**src/hdl/ffca_pkg.sv**
```systemverilog
// ----------------------------------------------------------------------------
// ffca_pkg
// Shared types and codes for the first-fit channel allocator.
// ----------------------------------------------------------------------------
package ffca_pkg;

    localparam logic KIND_LOAD = 1'b0;
    localparam logic KIND_HOP  = 1'b1;

    typedef struct packed {
        logic        kind;
        logic [5:0]  link_slot;
        logic [7:0]  node_from;
        logic [7:0]  node_to;
        logic [31:0] free_mask;
        logic [15:0] request_id;
        logic        last_hop;
    } in_beat_t;

    typedef struct packed {
        logic [15:0] req_tag;
        logic [7:0]  hop_source;
        logic [7:0]  hop_dest;
        logic [4:0]  channel;
        logic        channel_ok;
        logic        routed;
        logic [4:0]  hop_total;
        logic        final_res;
    } out_beat_t;

    typedef enum logic [2:0] {
        ST_IDLE,
        ST_SCAN,
        ST_HOLD,
        ST_ALLOC,
        ST_APPLY,
        ST_EMIT,
        ST_CLOSE
    } back_state_t;

endpackage

```
**src/hdl/ffca_queue.sv**
```systemverilog
// ----------------------------------------------------------------------------
// ffca_queue
// Small FIFO between the input front and the allocation engine.
// ----------------------------------------------------------------------------
module ffca_queue #(
    parameter int DEPTH_LOG2 = 1
) (
    input  logic               clk,
    input  logic               rst_n,
    input  logic               in_valid,
    output logic               in_stall,
    input  ffca_pkg::in_beat_t in_data,
    output logic               out_valid,
    input  logic               out_pop,
    output ffca_pkg::in_beat_t out_data
);
    localparam int DEPTH = 1 << DEPTH_LOG2;

    ffca_pkg::in_beat_t mem_reg [DEPTH];
    logic [DEPTH_LOG2-1:0] wr_reg, rd_reg;
    logic [DEPTH_LOG2:0]   cnt_reg;
    logic push, pop;

    assign in_stall  = (cnt_reg == (DEPTH_LOG2+1)'(DEPTH));
    assign out_valid = (cnt_reg != '0);
    assign out_data  = mem_reg[rd_reg];
    assign push      = in_valid && !in_stall;
    assign pop       = out_pop && out_valid;

    always_ff @(posedge clk)
    begin
        if (push)
        begin
            mem_reg[wr_reg] <= in_data;
        end
    end

    always_ff @(posedge clk or negedge rst_n)
    begin
        if (!rst_n)
        begin
            wr_reg  <= '0;
            rd_reg  <= '0;
            cnt_reg <= '0;
        end
        else
        begin
            if (push)
            begin
                wr_reg <= wr_reg + 1'b1;
            end
            if (pop)
            begin
                rd_reg <= rd_reg + 1'b1;
            end
            if (push && !pop)
            begin
                cnt_reg <= cnt_reg + 1'b1;
            end
            else if (pop && !push)
            begin
                cnt_reg <= cnt_reg - 1'b1;
            end
        end
    end
endmodule

```
**config.mk**
```make
export PLATFORM = sky130hd
export DESIGN_NAME = ffca_queue
export DESIGN_NICKNAME = d
export VERILOG_FILES = /design/src/hdl/ffca_pkg.sv /design/src/hdl/ffca_queue.sv
export SDC_FILE = /design/constraint.sdc
export NUM_CORES = 1
export LEC_CHECK = 0
export ABC_AREA = 1
export BUFFER_PORTS_ARGS = -buffer_cell sky130_fd_sc_hd__buf_4
export CORE_MARGIN = 2
export CORE_UTILIZATION = 47
export DETAILED_ROUTE_END_ITERATION = 12
export PLACE_DENSITY = 0.76
export SLEW_MARGIN = 25
export SYNTH_ARGS = -nofsm -noshare
export SYNTH_HDL_FRONTEND = slang
export SYNTH_SLANG_ARGS = --single-unit
export TNS_END_PERCENT = 20
```
**constraint.sdc**
```tcl
create_clock -name clk -period 4.2 [get_ports clk]
set_input_delay 0 -clock clk [delete_from_list [all_inputs] [get_ports clk]]
set_output_delay 0 -clock clk [all_outputs]
set_load 0.02 [all_outputs]
```
==> results.ini <==
[final_layout]
antennaDiodeCount = 0
largest_reg_flops = 144
drive_gt1_share_pct = 29.20
final_nets = 718
fillers = 735
area_growth_pct = 46.47

[critical_path]
end_kind = output pin
start_kind = flip-flop
path_cells = buf_4 > inv_2 > buf_4 > nand2_1 > nand2_1 > buf_4
timing_worst_setup_path_type = reg2out
slowest_delay_ps = 620
r2r_end = mem_reg[0][25]
cp.required_ps = 4200
worstReg2RegStart = cnt_reg[1]
cp.arrival_ps = 2310
reg2regPathDepth = 6
worstPathMaxFanout = 74
r2r_slack_ps = 2000
critPathMostFrequentCell = buf_4
cp_slowest_cell = buf_4

[worst_hold_path]
min_path_cells = 2
min_from = in_data[56]
hold_end = mem_reg[0][56]
hold_class = in2reg

[detailed_routing]
drc = 0
routedWlPerCell_um = 14.47
route.vias.total = 3709
viasPerCell = 4.654
ant_nets = 0
drt-pass1-iter-count = 4
totalWireLength_um = 11540
drt_iter0_markers = 157

[synth]
yosysTopAreaCellShare_pct = 78.65
synth.distinct_cells = 16
synth_area_leaders = edfxtp_1, nand2_1, dfrtp_1
seq_area_frac_synth_pct = 80.47
synthFlopType = edfxtp_1
synth_area_mm2 = 0.005498
syn_avg_cell_area_um2 = 13.51
synth_edf_count = 144
netlist_instances = 407
syn_nets = 484
ys_ff_latch = 148
ys_warn_count = 0
synthTopCellsByCount = nand2_1, edfxtp_1, buf_6
async_flop_share_pct = 2.703
synth.most_common_cell = nand2_1
synth_top_cell_by_area = edfxtp_1

[sta]
setup_viol_count_final = 0
drv_slew = 0
finalHoldViolCount = 0
slew-limit-headroom_pct = 46.43
rsz0062_at_grt = no
clock.fmax_mhz = 432.1
setup_slack_ps = 1886
clock_skew_ps = 10.11
worstMarginPinSlew_ps = 803.6
fin_tns_setup_ps = 0
min_period_ps = 2314
post-route-period-util_pct = 55.10

[cts]
clk_pin_slew_ps = 60
cts.sinks = 148
root_buffer = clkbuf_16
numCtsBuffers = 17
htreeDepth = 4
cts_tree = yes
insertion_delay_ps = 410
clockBufferDepth = 2

[floorplan]
die_area_mm2 = 0.01258
die_x_um = 112.2
core-area_mm2 = 0.01142
die_h_um = 112.2
start_util_pct = 48.15
io_pins = 150
rows = 39

[power_and_ir_drop]
peakVddDrop_v = 0.0006313
power_density_mw_per_mm2 = 693.3
p_leak_nw = 3.436

[global_route]
grt_pass1_vias = 3828
grt-ovfl-total = 0
antenna_found_initial = 0
grt_max_degree = 75
grt_first_pass_wirelength_um = 17940
grt_usage_pct = 18.67

[placed_design]
dpl_worst_slack_ps = 1961
io_buffers = 149
finalWeightedCongestion = 0.7364
hpwl_um = 6505

[status]
status = complete, no violations

[job]
drv_cap = 0

[how the worst max path moves through the flow]
stage / start / endpoint / slack [ps] / cells after the start
global route: rd_reg / out_data[7] / 1690 / 6
finish: rd_reg / out_data[70] / 1890 / 6
detailed placement: cnt_reg[1] / mem_reg[0][24] / 1960 / 6
CTS: rd_reg / out_data[4] / 1850 / 6
floorplan: cnt_reg[1] / mem_reg[1][0] / 100 / 3
global placement: cnt_reg[1] / mem_reg[1][29] / 2020 / 4
[through the flow]
stage          area [um^2]  std cells  utilization [%]  hold slack, ps  total power (W)
6_report              8053        797            70.52           310.5         0.005583
2_1_floorplan         5498        407                -          -295.6         0.003384
3_5_place_dp          6720        688            58.85          -197.5         0.004182
5_1_grt               8053        797            70.52           307.4         0.005861
3_3_place_gp          6720        688            58.85          -200.6         0.004133
4_1_cts               8025        796            70.28           299.4         0.005601
[critical path, delay by kind of cell (launching register included)]
kind                   cells  cell delay (ps)
and+or+nand+nor            2              250
buffers and inverters      4             1250
DFF                        1              380
[metal layers]
layer | up-vias | global-route usage (%) | routed length (um) | part of all wire (%)
li1 | 1838 | - | - | -
met1 | 1730 | 21.52 | 4656 | 40
met2 | 125 | 32.53 | 5988 | 52
met3 | 16 | 6.641 | 709 | 6.1
met4 | 0 | 6.423 | 181 | 1.6
met5 | - | 0 | 0 | 0
[placed cells by master, fill, tap and decap left out]
cell type	instances
o21ai_0	1
dlygate4sd3_1	76
nor2_2	2
clkinv_4	2
clkinvlp_4	5
edfxtp_1	144
clkinv_2	3
dfrtp_1	3
nand4_1	1
inv_1	5
ha_1	1
clkinv_1	2
nand2_2	2
dfrtp_2	1
inv_6	1
buf_4	152
xnor2_1	1
nand2_1	225
buf_16	1
clkbuf_1	2
bufinv_16	1
inv_2	2
buf_12	1
clkbuf_16	17
nor2_4	1
nand3_1	2
[cell type report]
class / count / area [um^2] / area share (%)
flip-flops and latches: 148 / 4425 / 54.96
repair buffers: 230 / 1949 / 24.21
multi-input cells: 236 / 923.4 / 11.47
clock buffers: 19 / 432.9 / 5.376
well taps: 143 / 178.9 / 2.222
clock inverters: 13 / 111.4 / 1.383
inverters: 8 / 31.28 / 0.3884
[cells by family after synthesis]
logic type,count (synthesis),share of synthesized area (%)
and+or+nand+nor,233,16.18
xor gates and xnor gates,1,0.1593
buffers and inverters,23,2.868
DFF,148,80.47
AOI/OAI and AO/OA,1,0.09095
adders and majority gates,1,0.2275
[power by group]
part	switching (W)	internal (W)	leakage (nW)
combinational	0.00135	0.000773	1.80
sequential	0.0000814	0.00202	1.39
clock	0.000555	0.000810	0.250
[what timing repair did]
action | CTS | global route
gates resized for setup | 0 | 0
buffers inserted | 0 | 0
endpoints found under the hold margin | 150 | 0
hold buffers | 76 | 0
No activity file was read; power rests on OpenSTA's default activity.
